### src/sv/plct_pkg.sv
package plct_pkg;

   localparam int MaxPointsDefault    = 16;
   localparam int FractionBitsDefault = 8;

   typedef enum logic [1:0] {
      OP_CLEAR  = 2'd0,
      OP_PUSH   = 2'd1,
      OP_COMMIT = 2'd2,
      OP_APPLY  = 2'd3
   } op_type;

   typedef enum logic [1:0] {
      ST_OK       = 2'd0,
      ST_FULL     = 2'd1,
      ST_FEW      = 2'd2,
      ST_IDENTITY = 2'd3
   } status_type;

   typedef struct packed {
      logic [1:0]         operation;
      logic signed [31:0] x_value;
      logic signed [31:0] y_value;
   } req_type;

   typedef struct packed {
      logic signed [31:0] result_value;
      logic [1:0]         status;
      logic [4:0]         point_count;
      logic               table_is_valid;
   } rsp_type;

   typedef enum logic [4:0] {
      S_IDLE,
      S_SORT_RD_I,
      S_SORT_CMP,
      S_SORT_SHIFT,
      S_SORT_PLACE,
      S_AP_RD_FIRST,
      S_AP_RD_LAST,
      S_AP_EDGE,
      S_AP_BIS_RD,
      S_AP_BIS_CMP,
      S_AP_SEG_RD_LO,
      S_AP_SEG_RD_HI,
      S_AP_SEG_HI,
      S_AP_MUL,
      S_AP_DIV,
      S_AP_DONE,
      S_RESPOND
   } state_type;

   typedef struct packed {
      logic        start;
      logic [63:0] dividend;
      logic [31:0] divisor;
   } div_req_type;

endpackage

### src/sv/plct_point_ram.sv
module plct_point_ram #(
   parameter int MAX_POINTS = plct_pkg::MaxPointsDefault,
   localparam int AW = $clog2(MAX_POINTS)
) (
   input  logic              clock,
   input  logic              wr_en,
   input  logic [AW-1:0]     wr_addr,
   input  logic [63:0]       wr_data,
   input  logic [AW-1:0]     rd_addr,
   output logic [63:0]       rd_data
);
   import plct_pkg::*;

   logic [63:0] mem_ff [MAX_POINTS];

   always_ff @(posedge clock) begin
      if (wr_en) begin
         mem_ff[wr_addr] <= wr_data;
      end
      rd_data <= mem_ff[rd_addr];
   end

endmodule

### config.mk
export PLATFORM = sky130hd
export DESIGN_NAME = plct_point_ram
export DESIGN_NICKNAME = d
export VERILOG_FILES = /design/src/sv/plct_pkg.sv /design/src/sv/plct_point_ram.sv
export SDC_FILE = /design/constraint.sdc
export NUM_CORES = 1
export LEC_CHECK = 0
export BUFFER_PORTS_ARGS = -buffer_cell sky130_fd_sc_hd__buf_4
export CORE_ASPECT_RATIO = 1.25
export CORE_MARGIN = 2
export CORE_UTILIZATION = 55
export CTS_BUF_LIST = sky130_fd_sc_hd__clkbuf_8
export DETAILED_ROUTE_END_ITERATION = 8
export GPL_ROUTABILITY_DRIVEN = 0
export MAX_ROUTING_LAYER = met4
export PLACE_DENSITY = 0.72
export SYNTH_ARGS = -nofsm -noshare
export SYNTH_HDL_FRONTEND = slang
export SYNTH_SLANG_ARGS = --single-unit
### constraint.sdc
create_clock -name clock -period 7.3 [get_ports clock]
set_input_delay 0.365 -clock clock [delete_from_list [all_inputs] [get_ports clock]]
set_output_delay 0.365 -clock clock [all_outputs]
set_load 0.01 [all_outputs]
# --- Word-level counts from Yosys, hierarchy flattened ---
# Memories as Yosys holds them, arrays and structs flattened. A register that Yosys moved wholly into a read port is not among the register bits.
# Cells that the tools add are included.
classes:
  n_shift: 0
  div_mod_pow: 0
  n_bitwise: 0
  n_eq_ne: 0
  n_addsub: 0
  order_cmp: 0
  multipliers: 0
  n_reduce_logical: 0
  muxes: 2
op_table:
  columns: ["operator", "n"]
  rows:
  - ["$mux 1", 2]
totals:
  latchBits: 0
  elab_cells: 3
  ff_bits: 0
  ramBits: 1024
  n_memories: 1
  romBits: 0
  inputBits: 74
  out_inout_bits: 64
mem_list:
  columns: ["name", "depth", "width", "rd", "rd_clocked_by_memory_dff", "wr", "line", "rtl"]
  rows:
  - ["mem_ff", 16, 64, 1, 1, 1, "plct_point_ram.sv:14", "logic [63:0] mem_ff [MAX_POINTS];"]

# --- Longest topological paths before layout ---
depth:
  depth_word: 2
  depth_mapped: 6
  mapped_depth_nobuf: 3

# --- Worst setup path before layout ---
# No wires, ideal clock.
synth_timing:
  path_type: "input-to-reg"
  start: "in wr_addr[2]"
  end: "mem mem_ff[0][0] (enable)"
  cell_stages: 2
  setup_time_ns: 0.565
  required_time_ns: 6.735
  arrival_time_ns: 5.228
  path_buffers: 0
  setup_slack_ns: 1.506
  cell_sequence: "or3b_2 > nor3_1"
synth_rtl:
  columns: ["item", "line", "rtl"]
  rows:
  - ["from (decl)", "plct_point_ram.sv:7", "input logic [AW-1:0] wr_addr,"]
  - ["to (decl)", "plct_point_ram.sv:14", null]
# No word-level cell before the write port.

==> out/metrics.csv <==
stage,metric,value,unit
final_layout,"most common cell after layout, fill and taps aside",edfxtp_1,
power,switching part of the total,21.4,%
synthesis,Synth Instances,1647,
synthesis,synthesized net count,1721,
critical_path,Setup crit end kind,register,
die,row cnt,110,
routing,drt pass-1 iters,8,
final_layout,register area,0.0320,sq mm
global_routing,all-layer global routing usage,23.9,%
die,core area,0.0716,sq mm
global_routing,initial antenna violation count,5,
routing,DRC viols,0,
routing,iteration-0 DRC count of the detailed router,2184,
routing,via/cell ratio,6.04,
synthesis,distinct cell type count after synthesis,18,
die,die height,304,um
sta,Fmax achieved,411,MHz
global_routing,global-route wire length before repair,124,mm
synthesis,Syn Area/Cell,24.0,sq um
placement,DP HPWL,40.1,mm
sta,RSZ-0062 raised after global routing,false,
clock_tree,CTS buffer count,157,
routing,ANT nets after route,0,
sta,period utilisation layout,33.3,%
clock_tree,Worst-path clk slew,60,ps
critical_path,WP data required,7980,ps
final_layout,Final #Nets,2036,
power,Leak Pwr,14.8,nW
critical_path,CP startpoint kind,primary input,
power,sw power,0.00261,W
power,Clock Power Share,37.0,%
power,Combinational Power Share,5.4,%
run_status,status,finished clean,
synthesis,synthesized flop and latch total,1088,
flow_run,max_cap viols,0,
power,Peak VDD IR,0.000182,V
clock_tree,CTS tree,done,
synthesis,"Seq/Total Area, Yosys",80.9,%
critical_path,CP arrival,3110,ps
synthesis,Synth Warn #,0,
sta,TNS Setup,0,ps
clock_tree,Root Driver,clkbuf_8,
final_layout,# fillers,4740,
synthesis,synthesized area,0.0396,sq mm
global_routing,largest net degree at the start of global routing,106,
clock_tree,H-tree depth,4,
sta,pin slew with the least headroom to its limit,1130,ps
routing,routed len/inst,27.6,um
critical_path,crit path kind,in -> reg,
final_layout,fin util,63.4,%
power,Power Density,269,mW/mm^2
die,die area,0.0741,sq mm
final_layout,Area Overhead vs Synth,14.7,%
final_layout,multi-input logic area,0.00723,sq mm
sta,Clock Skew,24.8,ps
clock_tree,Longest Clk Path Bufs,3,
sta,Final Hold Vio Count,0,
critical_path,Crit Path Max Fanout,83,
die,I/O pin total,138,
global_routing,global routing's busiest layer,met2,
global_routing,met3 usage,4.74,%
hold_path,Hold Crit Class,in -> reg,
global_routing,grt ovf,0,
die,Initial Utilization,55.3,%
clock_tree,clk sinks,1088,
global_routing,GR Util met1,32.4,%
power,Reg power frac,57.7,%
sta,Slew headroom,24.5,%
sta,"Slew Viols, Final",0,
global_routing,vias in the first global route,19527,
global_routing,met2 Usage GRT,37.2,%
sta,Finish-stage setup viols,0,
final_layout,share of cells above drive strength 1,31.1,%
die,Die X,244,um
placement,Port Buffers,137,
clock_tree,post-cts sizing count,0,
sta,Period minus WS final,2430,ps
routing,final WL,84.0,mm
clock_tree,insertion delay to the later sink of the worst-skew pair,790,ps
power,Internal,0.00958,W
final_layout,most frequent cells in the layout,"edfxtp_1, mux4_2, buf_4, clkbuf_8, a22oi_1",
routing,via count,18391,
synthesized netlist by cell type (all sizes together):
cell    number  area share (%)
nor3         4           0.051
or3b         1           0.022
a22oi      128             2.4
buf         48            0.80
and2         1           0.016
nand3b       2           0.038
nand2b       2           0.032
nand2       65            0.62
edfxtp    1024              78
nor2b        2           0.032
mux4       256              15
nand3        1           0.013
dfxtp       64             3.2
clkbuf      36            0.34
nor2        13            0.12
layout make-up:
cell class,count,area share [%]
diodes,5,0.0276
clock buffers,165,5.00
clock inverters,120,1.47
multi-input cells,475,15.9
flip-flops and latches,1088,70.6
well taps,952,2.62
repair buffers,240,4.38
per-layer routing:
layer  wire length, um  vias up  part of all wire, %
li1                  -     7709                    -
met1             33500     9763                   40
met2             42200      779                   50
met3              6290      140                  7.5
met4              2010        0                  2.4
met5                 0        -                    0
sequential cells by signal, indices dropped and copies added (netlist names):
register	flops
rd_data	64
mem_ff	1024
kinds of logic after synthesis:
logic type	count (synthesis)	synth area share [%]
buffers and inverters	84	1.14
AOI/OAI and AO/OA	128	2.43
and+or+nand+nor	91	0.942
muxes	256	14.6
DFF	1088	80.9
worst max-delay path, cell delays in order:
cell	delay, ps
buf_8	650
buf_4	920
mux4_2	600
a22oi_1	270
nand2_1	100
power by group through the flow:
| stage | sequential [W] | combinational (W) | clock, W |
|---|---|---|---|
| after floorplan | 0.00717 | 0.000333 | 0 |
| after global placement | 0.00716 | 0.000617 | 0 |
| after detailed placement | 0.00717 | 0.000634 | 0 |
| after CTS | 0.00704 | 0.000666 | 0.00460 |
| after global routing | 0.00704 | 0.000704 | 0.00485 |
| final | 0.00703 | 0.000656 | 0.00451 |
path summary, 6_finish.rpt:
path | start | endpoint | slack, ps | cells past startpoint
worst min-delay path | rd_addr[3] | rd_data[12] | 200 | 4
worst max-delay path | rd_addr[0] | rd_data[43] | 4870 | 5
worst max register to register | mem_ff[3][14] | rd_data[14] | 5950 | 3
worst min register to register | mem_ff[14][8] | rd_data[8] | 640 | 3
through the flow:
| step | power (W) | setup WS (ps) | hold WS, ps | cell area (sq um) | std cells |
|---|---|---|---|---|---|
| after floorplan | 0.00751 | 1510 | 464 | 39600 | 1647 |
| after global placement | 0.00778 | 4090 | 649 | 41800 | 2691 |
| after detailed placement | 0.00780 | 4030 | 650 | 41800 | 2691 |
| after CTS | 0.0123 | 4910 | 117 | 45400 | 3040 |
| after global routing | 0.0126 | 4650 | 183 | 45400 | 3045 |
| final | 0.0122 | 4870 | 196 | 45400 | 3045 |
timing repair:
action / CTS / global route
buffers inserted: 0 / 0
hold buffers: 64 / 0
hold endpoints to repair: 1024 / 0
Note: power is estimated with default switching activity, not from simulation.
