### config.mk
export PLATFORM = sky130hd
export DESIGN_NAME = plct_divider
export DESIGN_NICKNAME = d
export VERILOG_FILES = /design/src/sv/plct_pkg.sv /design/src/sv/plct_divider.sv
export SDC_FILE = /design/constraint.sdc
export NUM_CORES = 1
export LEC_CHECK = 0
export ABC_AREA = 1
export BUFFER_PORTS_ARGS = -buffer_cell sky130_fd_sc_hd__clkbuf_2
export CAP_MARGIN = 20
export CORE_MARGIN = 4
export CORE_UTILIZATION = 35
export CTS_CLUSTER_DIAMETER = 60
export DETAILED_ROUTE_END_ITERATION = 16
export GPL_TIMING_DRIVEN = 1
export SYNTH_ARGS = -nofsm -noshare
export SYNTH_HDL_FRONTEND = slang
export SYNTH_SLANG_ARGS = --single-unit
### constraint.sdc
create_clock -name clock -period 3 [get_ports clock]
set_input_delay 0 -clock clock [delete_from_list [all_inputs] [get_ports clock]]
set_output_delay 0 -clock clock [all_outputs]
set_load 0.01 [all_outputs]
### src/sv/plct_pkg.sv
package plct_pkg;

   localparam int MaxPointsDefault    = 16;
   localparam int FractionBitsDefault = 8;

   typedef enum logic [1:0] {
      OP_CLEAR  = 2'd0,
      OP_PUSH   = 2'd1,
      OP_COMMIT = 2'd2,
      OP_APPLY  = 2'd3
   } op_type;

   typedef enum logic [1:0] {
      ST_OK       = 2'd0,
      ST_FULL     = 2'd1,
      ST_FEW      = 2'd2,
      ST_IDENTITY = 2'd3
   } status_type;

   typedef struct packed {
      logic [1:0]         operation;
      logic signed [31:0] x_value;
      logic signed [31:0] y_value;
   } req_type;

   typedef struct packed {
      logic signed [31:0] result_value;
      logic [1:0]         status;
      logic [4:0]         point_count;
      logic               table_is_valid;
   } rsp_type;

   typedef enum logic [4:0] {
      S_IDLE,
      S_SORT_RD_I,
      S_SORT_CMP,
      S_SORT_SHIFT,
      S_SORT_PLACE,
      S_AP_RD_FIRST,
      S_AP_RD_LAST,
      S_AP_EDGE,
      S_AP_BIS_RD,
      S_AP_BIS_CMP,
      S_AP_SEG_RD_LO,
      S_AP_SEG_RD_HI,
      S_AP_SEG_HI,
      S_AP_MUL,
      S_AP_DIV,
      S_AP_DONE,
      S_RESPOND
   } state_type;

   typedef struct packed {
      logic        start;
      logic [63:0] dividend;
      logic [31:0] divisor;
   } div_req_type;

endpackage

### src/sv/plct_divider.sv
module plct_divider (
   input  logic                  clock,
   input  logic                  reset,
   input  plct_pkg::div_req_type div_req,
   output logic                  done,
   output logic [63:0]           quotient
);
   import plct_pkg::*;

   logic [63:0] quo_ff, quo_in;
   logic [32:0] rem_ff, rem_in;
   logic [31:0] dvs_ff, dvs_in;
   logic [6:0]  cnt_ff, cnt_in;
   logic        busy_ff, busy_in;
   logic [32:0] trial;

   always_comb begin
      quo_in  = quo_ff;
      rem_in  = rem_ff;
      dvs_in  = dvs_ff;
      cnt_in  = cnt_ff;
      busy_in = busy_ff;
      trial   = '0;
      if (div_req.start) begin
         quo_in  = div_req.dividend;
         rem_in  = '0;
         dvs_in  = div_req.divisor;
         cnt_in  = 7'd0;
         busy_in = 1'b1;
      end else if (busy_ff) begin
         trial = {rem_ff[31:0], quo_ff[63]};
         if (trial >= {1'b0, dvs_ff}) begin
            rem_in = trial - {1'b0, dvs_ff};
            quo_in = {quo_ff[62:0], 1'b1};
         end else begin
            rem_in = trial;
            quo_in = {quo_ff[62:0], 1'b0};
         end
         cnt_in = cnt_ff + 7'd1;
         if (cnt_ff == 7'd63) begin
            busy_in = 1'b0;
         end
      end
   end

   always_ff @(posedge clock) begin
      if (reset) begin
         busy_ff <= 1'b0;
         cnt_ff  <= '0;
      end else begin
         busy_ff <= busy_in;
         cnt_ff  <= cnt_in;
      end
      quo_ff <= quo_in;
      rem_ff <= rem_in;
      dvs_ff <= dvs_in;
   end

   assign done     = busy_ff && (cnt_ff == 7'd63);
   assign quotient = {quo_ff[62:0], (trial >= {1'b0, dvs_ff})};

endmodule

## After elaboration in Yosys (flattened, before gate mapping)

Index checks and enable logic that the tools add are counted.

| word-level totals | value |
|---|---|
| register bits after elaboration | 136 |
| bits of input ports | 99 |
| output and inout bits | 65 |
| logic and storage cells | 22 |

| operators by class | value |
|---|---|
| add/subtract/negate cells | 2 |
| $lt $le $gt $ge | 2 |
| equal/unequal tests | 1 |
| muxes and demuxes | 9 |
| reduce and logical (&&, ||, !) cells | 3 |

Operator list:

| cell | count |
|---|---|
| 64-bit two-way mux | 2 |
| 33-bit by 32-bit >= comparator with 1-bit output | 2 |
| 33-bit two-way mux | 2 |
| 32-bit two-way mux | 1 |
| 32-bit subtractor | 1 |
| 7-bit by 1-bit adder with 7-bit output, second input constant | 1 |
| 7-bit by 6-bit equality test with 1-bit output, second input constant | 1 |
| 1-bit two-way mux | 4 |
| 2-bit nonzero test | 1 |
| 2-bit OR reduction | 1 |
| 1-bit logical AND | 1 |

## Logic depth before layout (Yosys ltp)

Gate-level depths: netlist of the first run.

| logic depth | value |
|---|---|
| depth in word-level cells | 4 |
| gate-level depth with buffers | 17 |
| gate-level depth less buffers | 16 |

## Worst setup path after synthesis of the first run

Ideal clock, no wire load.

| path | value |
|---|---|
| kind | flip-flop to flip-flop |
| start point | register busy_ff |
| end point | register rem_ff[28] |
| setup time | 114 ps |
| arrival time | 2081 ps |
| required time | 2886 ps |
| setup slack | 805 ps |
| stages on the path, launching flop included | 6 |
| buffers on the path | 0 |
| clock period less this slack | 2195 ps |
| cell sequence | dfxtp_1 nor2_1 inv_1 o21ai_0 inv_1 nand2_1 |

RTL lines:

| element | RTL line | RTL |
|---|---|---|
| start, declared | plct_divider.sv:14 | `logic busy_ff, busy_in;` |
| start signal, assigned | plct_divider.sv:51 | `busy_ff <= busy_in;` |
| end signal, assigned | plct_divider.sv:55 | `rem_ff <= rem_in;` |
| end, declared | plct_divider.sv:11 | `logic [32:0] rem_ff, rem_in;` |

## Worst setup path in the final report of the first run

| path | value |
|---|---|
| start point | register busy_ff |
| end point | output port quotient[0] |

| on the way | value |
|---|---|
| cells in the longest elaborated chain, start to end | 3 |

RTL lines:

| element | RTL line | RTL |
|---|---|---|
| 33-bit two-way mux | plct_divider.sv:30 | `end else if (busy_ff) begin` |
| 33-bit two-way mux | plct_divider.sv:24 | `if (div_req.start) begin` |
| 33-bit by 32-bit >= comparator with 1-bit output | plct_divider.sv:60 | `assign quotient = {quo_ff[62:0], (trial >= {1'b0, dvs_ff})};` |
| end, declared | plct_divider.sv:6 | `output logic [63:0] quotient` |

Every way passes these cells.

==> reports/summary.txt, run 1 <==
status: finished, final reports clean
CP top delay family: simple AND/OR/NAND/NOR gates
setup violators final: 0
WL/cell: 13.8 um
Clock Skews: 15.0 ps
GR Util All Layers: 17.7%
DRT iter0 DRCs: 560
TritonRoute pass-1 iters: 5
final worst-path cycle share: 92.9%
Mapped Avg Cell Area: 7.13 um2
ranking of synthesized cells by area: edfxtp_1 31%, nand2_1 24%, ha_1 8.7%, dfxtp_1 8.6%, inv_1 7.7%
H-tree levels: 4
Power, Total: 5180 uW
Worst-path clk slew: 70 ps
Final Non-Filler Cells: 1860
Die Span X: 172 um
gp weighted congestion: 0.907
Comb power frac: 15.0%
worst path cell trace: inv_1 -> nor2_2 -> buf_12 -> nand2_1 -> inv_1 -> ha_1 -> nand2_1 -> inv_1 -> o21ai_0 -> nand2_1 -> nand4_1 -> nand3_1 -> nor2_1 -> nand4_1 -> clkbuf_2
asr flop ratio synth: 0%
top cells by instance count after synthesis: 593 x nand2_1, 192 x inv_1, 96 x edfxtp_1
Yosys reg bits: 136
die span in y: 172 um
Slew Viols, Final: 0
clock share of power: 41.8%
Synth Cell Area: 9360 um2
Psw: 1550 uW
Starting Density: 35.7%
CTS tree: yes
slowest CP cell: dfxtp_1
share of cells above drive strength 1: 15.0%
initial antenna violation count: 0
CP startpoint kind: flip-flop
# DRC: 0
Vias per Instance: 4.60
Buffers on Ports: 163
Power Dens Cells: 444 nW/um2
post-synthesis xor/xnor area fraction: 1.40%
endpoints failing hold: 0
sequential share of power: 43.2%
number of diodes: 0
CP Capture Type: output port
EDFF count, synth: 96
largest family of logic cells by synthesized area: simple AND/OR/NAND/NOR gates
Min Clock Period, post-route: 2790 ps
total gr overflow: 0
Bufs and invs on worst path: 5
vias in the first global route: 8429
Tightest Hold Check Type: input port to flip-flop
placed cells: 1731
maximum vdd drop: 0.327 mV
post-synthesis mux area share: 0%
Post-Syn Instances: 1314
Root Buffer: clkbuf_16
Total Routed Length: 25700 um
worst path arrival time: 2790 ps
Area growth, synth to finish: 24.5%
worst path required time: 3000 ps
max cap viols: 0
Synth Flop Type: edfxtp_1
Synth Warn #: 0
CORE AREA: 26200 um2
Crit Path Category: flip-flop to output port
Vias: 8557
row cnt: 59
slowest stage delay, CP: 440 ps
Syn Nets: 1479
Post-DRT Antenna Nets: 0
switching share of power: 30.0%
Leakage: 0.00649 uW
CP max FO: 34
largest net degree at the start of global routing: 66
register area share after synthesis: 39.3%
Slew @ Worst Pin: 816 ps
fill count: 2609
area fraction of the dominant cell type after synthesis: 30.8%
hpwl dp: 19000 um
Fin Hold WS: 93.1 ps
global-route wire length before repair: 42000 um
synthesized-area fraction occupied by and/or/nand/nor cells: 32.2%
Max Freq: 0.359 GHz
clock latency on the worst-skew pair: 440 ps
num ports: 164
Adder-Cell Fraction of Synth Area: 8.90%
internal power: 3630 uW
Final TNS setup: 0 ps
CTS max path bufs: 2
die area: 29400 um2
area leader, netlist: edfxtp_1
final net count: 1677
Cell variety after synth: 35
total CTS buffers: 17
Util after Layout: 44.5%
count leader, synth: nand2_1
Relative slew margins: 45.6%
Clock Sinks: 136
RSZ-0062 raised after global routing: false
Compound-Gate Fraction of Synth Area: 3.80%
repair_timing:
item	4_1_cts	5_1_grt
gates resized for setup	0	0
hold buffers	97	0
buffers inserted	0	0
hold endpoints to repair	104	0
state kept, by name, indices dropped and copies added (netlist names):
signal   cells
rem_ff      32
quo_ff      64
dvs_ff      32
cnt_ff       7
busy_ff      1
through the flow:
step	worst slack [ps]	area, um2
after floorplan	805	9360
after global placement	526	10100
after detailed placement	518	10100
after CTS	170	11700
after global routing	4.95	11700
final	214	11700
power groups by stage:
stage	clock network, uW	registers, uW	logic [uW]
6_report	2160	2240	778
2_1_floorplan	0	2250	514
5_1_grt	2300	2250	875
4_1_cts	2210	2240	779
3_3_place_gp	0	2280	670
3_5_place_dp	0	2280	677
cells in the final DEF, fill, tap and decap left out, drive strengths merged, types with 2 or more instances in the layout:
cell type    count
dfxtp           40
ha              65
edfxtp          96
nor2            61
inv            205
and2             2
clkbuf         179
clkinvlp         2
a21oi           43
nand3           57
clkinv           4
nor4             3
dlygate4sd3     97
nand4           16
nor3             4
nand2          601
buf              9
o21bai           6
xnor2           14
o21ai           13
cells by family after synthesis:
kind of cell,count (synthesis)
adder cells (fa/ha/maj),66
buffers and inverters,285
AO/OA/AOI/OAI,66
XOR/XNOR,15
AND/OR/NAND/NOR,746
flip-flops,136
layout make-up:
type	count	area (um2)	share of cell area, %
flip-flops and latches	136	3680	31.6
inverters	196	736	6.31
clock inverters	15	176	1.51
multi-input cells	893	4340	37.2
well taps	335	419	3.60
repair buffers	268	1870	16.1
clock buffers	17	425	3.65
routing by layer:
metal	up-vias	GRT usage, %	share of wire (%)
met5	-	0	0
met4	0	4.31	1.7
met3	33	4.55	6.1
met2	238	29.4	46
met1	3857	23.1	46
li1	4429	-	-
worst register-to-register path: stages (launching register included):
cell      delay (ps)
edfxtp_1         360
inv_1            100
ha_1             300
a21oi_1          250
nor2_1            70
nor3_1           220
nand3_2          120
nor2_4           190
nand2_8          210
nand2_4          350
nand2_1          110
nand2_1           80
nand2_1           40
worst paths after layout:
check / start / endpoint / slack [ps] / cells past startpoint
max: busy_ff / quotient[0] / 210 / 15
min: div_req[96] / rem_ff[28] / 90 / 5
max reg2reg: dvs_ff[30] / rem_ff[19] / 490 / 12
min reg2reg: cnt_ff[5] / cnt_ff[5] / 470 / 2
Power figures use the tool's default switching activity.
==> inputs of run 2 (changes only) <==
Settings changed: ABC_AREA 1 to not set, GPL_ROUTABILITY_DRIVEN set to 0.
==> reports/summary.txt, run 2 <==
Worst Hold End: quo_ff[0]
max reg flops: 64
Power Dens Cells: 474 nW/um2
CP max FO: 10
HP Start: div_req[96]
Reg-to-Reg End: rem_ff[12]
Top Registers: quo_ff (64), dvs_ff (32), rem_ff (32)
Syn Nets: 991
r2r setup slk: 150 ps
H-tree levels: 4
# DRC: 0
Most Crowded Layer GR: met2
Post-DRT Antenna Nets: 0
CTS max path bufs: 2
Slew Viols, Final: 0
most frequent cells in the layout: 162 x clkbuf_2, 98 x dlygate4sd3_1, 96 x edfxtp_1
CP Capture Type: output port
global-route wire length before repair: 36800 um
register area share after synthesis: 42.8%
Final Non-Filler Cells: 1379
CP Launch Point: busy_ff
met3 Use GR: 4.54%
Yosys reg bits: 136
Post-Syn Instances: 826
failing checks: negative setup slack
final net count: 1207
CP startpoint kind: flip-flop
EDFF count, synth: 96
total gr overflow: 0
reg2reg start: dvs_ff[1]
final setup margin: -38.3 ps
Synth Cell Area: 8610 um2
Hold Crit Depth: 3
area fraction of the dominant cell type after synthesis: 33.5%
Buffers on Ports: 163
ranking of synthesized cells by area: edfxtp_1 33%, ha_1 9.4%, dfxtp_1 9.3%, mux2_2 8.5%, buf_4 5.6%
status: finished, violations left
Worst-path clk slew: 70 ps
worst path required time: 3000 ps
setup violators final: 1
hpwl dp: 16000 um
Synth Warn #: 0
final worst-path cycle share: 101%
num ports: 164
Cell variety after synth: 69
maximum vdd drop: 0.404 mV
Power, Total: 5310 uW
register with the most flip-flops: quo_ff
max cap viols: 0
DRT iter0 DRCs: 328
die span in y: 165 um
die area: 27200 um2
Tightest Hold Check Type: input port to flip-flop
total CTS buffers: 17
Total Routed Length: 23100 um
GRT met2 Usage: 28.1%
Util after Layout: 46.2%
Leakage: 0.00496 uW
Vias per Instance: 4.96
Die Span X: 165 um
area leader, netlist: edfxtp_1
CTS tree: yes
Fin Hold WS: 92.8 ps
WL/cell: 16.7 um
top cells by instance count after synthesis: 96 x edfxtp_1, 66 x nand2_1, 65 x ha_1, 65 x mux2_2, 64 x buf_4
Starting Density: 35.5%
Max Freq: 0.329 GHz
endpoints failing hold: 0
initial antenna violation count: 0
Root Buffer: clkbuf_16
Relative slew margins: 47.2%
vias in the first global route: 7084
Synth Flop Type: edfxtp_1
commonest non-fill, non-tap cell in the layout: clkbuf_2
met1 Use GR: 22.2%
Min Clock Period, post-route: 3040 ps
GR Util All Layers: 17.1%
Mapped Avg Cell Area: 10.4 um2
CORE AREA: 24200 um2
asr flop ratio synth: 0%
placed cells: 1238
TritonRoute pass-1 iters: 5
Crit Path Category: flip-flop to output port
Slew @ Worst Pin: 793 ps
Clock Sinks: 136
Area growth, synth to finish: 30.1%
share of cells above drive strength 1: 30.9%
largest net degree at the start of global routing: 59
Worst R2R Path Depth: 11
number of diodes: 0
count leader, synth: edfxtp_1
RSZ-0062 raised after global routing: true
worst path arrival time: 3040 ps
Clock Skews: 14.0 ps
clock latency on the worst-skew pair: 440 ps
Vias: 6844
row cnt: 57
## run 2: cell count changes after synthesis, sizes merged, moves of 17 or more
cell   previous run  this run
o21ai            13        40
inv             196        50
mux2              0        66
nand3            57        11
and2              2        19
nand2           601        66
a21o              1        24
mux2i             0        19
## run 2: worst max-delay path, cell delays in order (launching register included)
cell and delay, ps:
dfxtp_2 320, nor2b_4 150, buf_4 150, bufbuf_16 270, and2_1 160, ha_1 180, a21o_1 150, a21o_1 180
a21oi_2 120, nor2b_1 50, o21ai_1 200, nand2_2 130, a2111oi_4 290, nor3_2 110, clkbuf_2 140
## run 2: how the worst max path moves through the flow
stage	slack, ps	end
finish	-40	quotient[0]
global route	-130	quotient[0]
CTS	9	quotient[0]
detailed placement	110	quotient[0]
global placement	110	quotient[0]
floorplan	210	quotient[0]
## run 2: through the flow
step	cell area [um2]	TNS, ps	setup slack, ps
after floorplan	8610	0	205
after global routing	11200	-158	-131
after global placement	9420	0	112
after CTS	11100	0	8.70
final	11200	-38.3	-38.3
after detailed placement	9420	0	106
## run 2: cells by family after synthesis
logic type | count (synthesis) | synth area share, %
simple gates | 195 | 10.9
compound gates | 169 | 13.3
buf+inv | 146 | 9.49
flops | 136 | 42.8
mux | 85 | 10.9
fa+ha+maj | 66 | 9.68
xor+xnor | 29 | 2.95
## run 2: cell type report
class | count | area, um2
flip-flops and latches | 136 | 3680
fillers | 2274 | 13000
inverters | 50 | 188
repair buffers | 292 | 2110
clock buffers | 17 | 425
clock inverters | 15 | 149
multi-input cells | 545 | 4240
well taps | 324 | 405
## run 2: metal layers
| layer | vias up | wire length (um) |
|---|---|---|
| li1 | 3367 | - |
| met1 | 3233 | 10600 |
| met2 | 223 | 10700 |
| met3 | 21 | 1440 |
| met4 | 0 | 393 |
| met5 | - | 0 |
## run 2: where the power goes
part / internal, uW / total (uW) / leakage [uW] / switching [uW]
clock network: 1110 / 2100 / 0.000286 / 982
logic: 458 / 946 / 0.00340 / 488
registers: 2180 / 2270 / 0.00128 / 84.9
## run 2: repair_timing
item	in CTS	in global routing
setup endpoints to repair	1	13
hold endpoints to repair	104	0
setup buffers	3	6
resized for setup	23	5
pin swaps	13	4
cloned	1	1
hold buffers	98	0
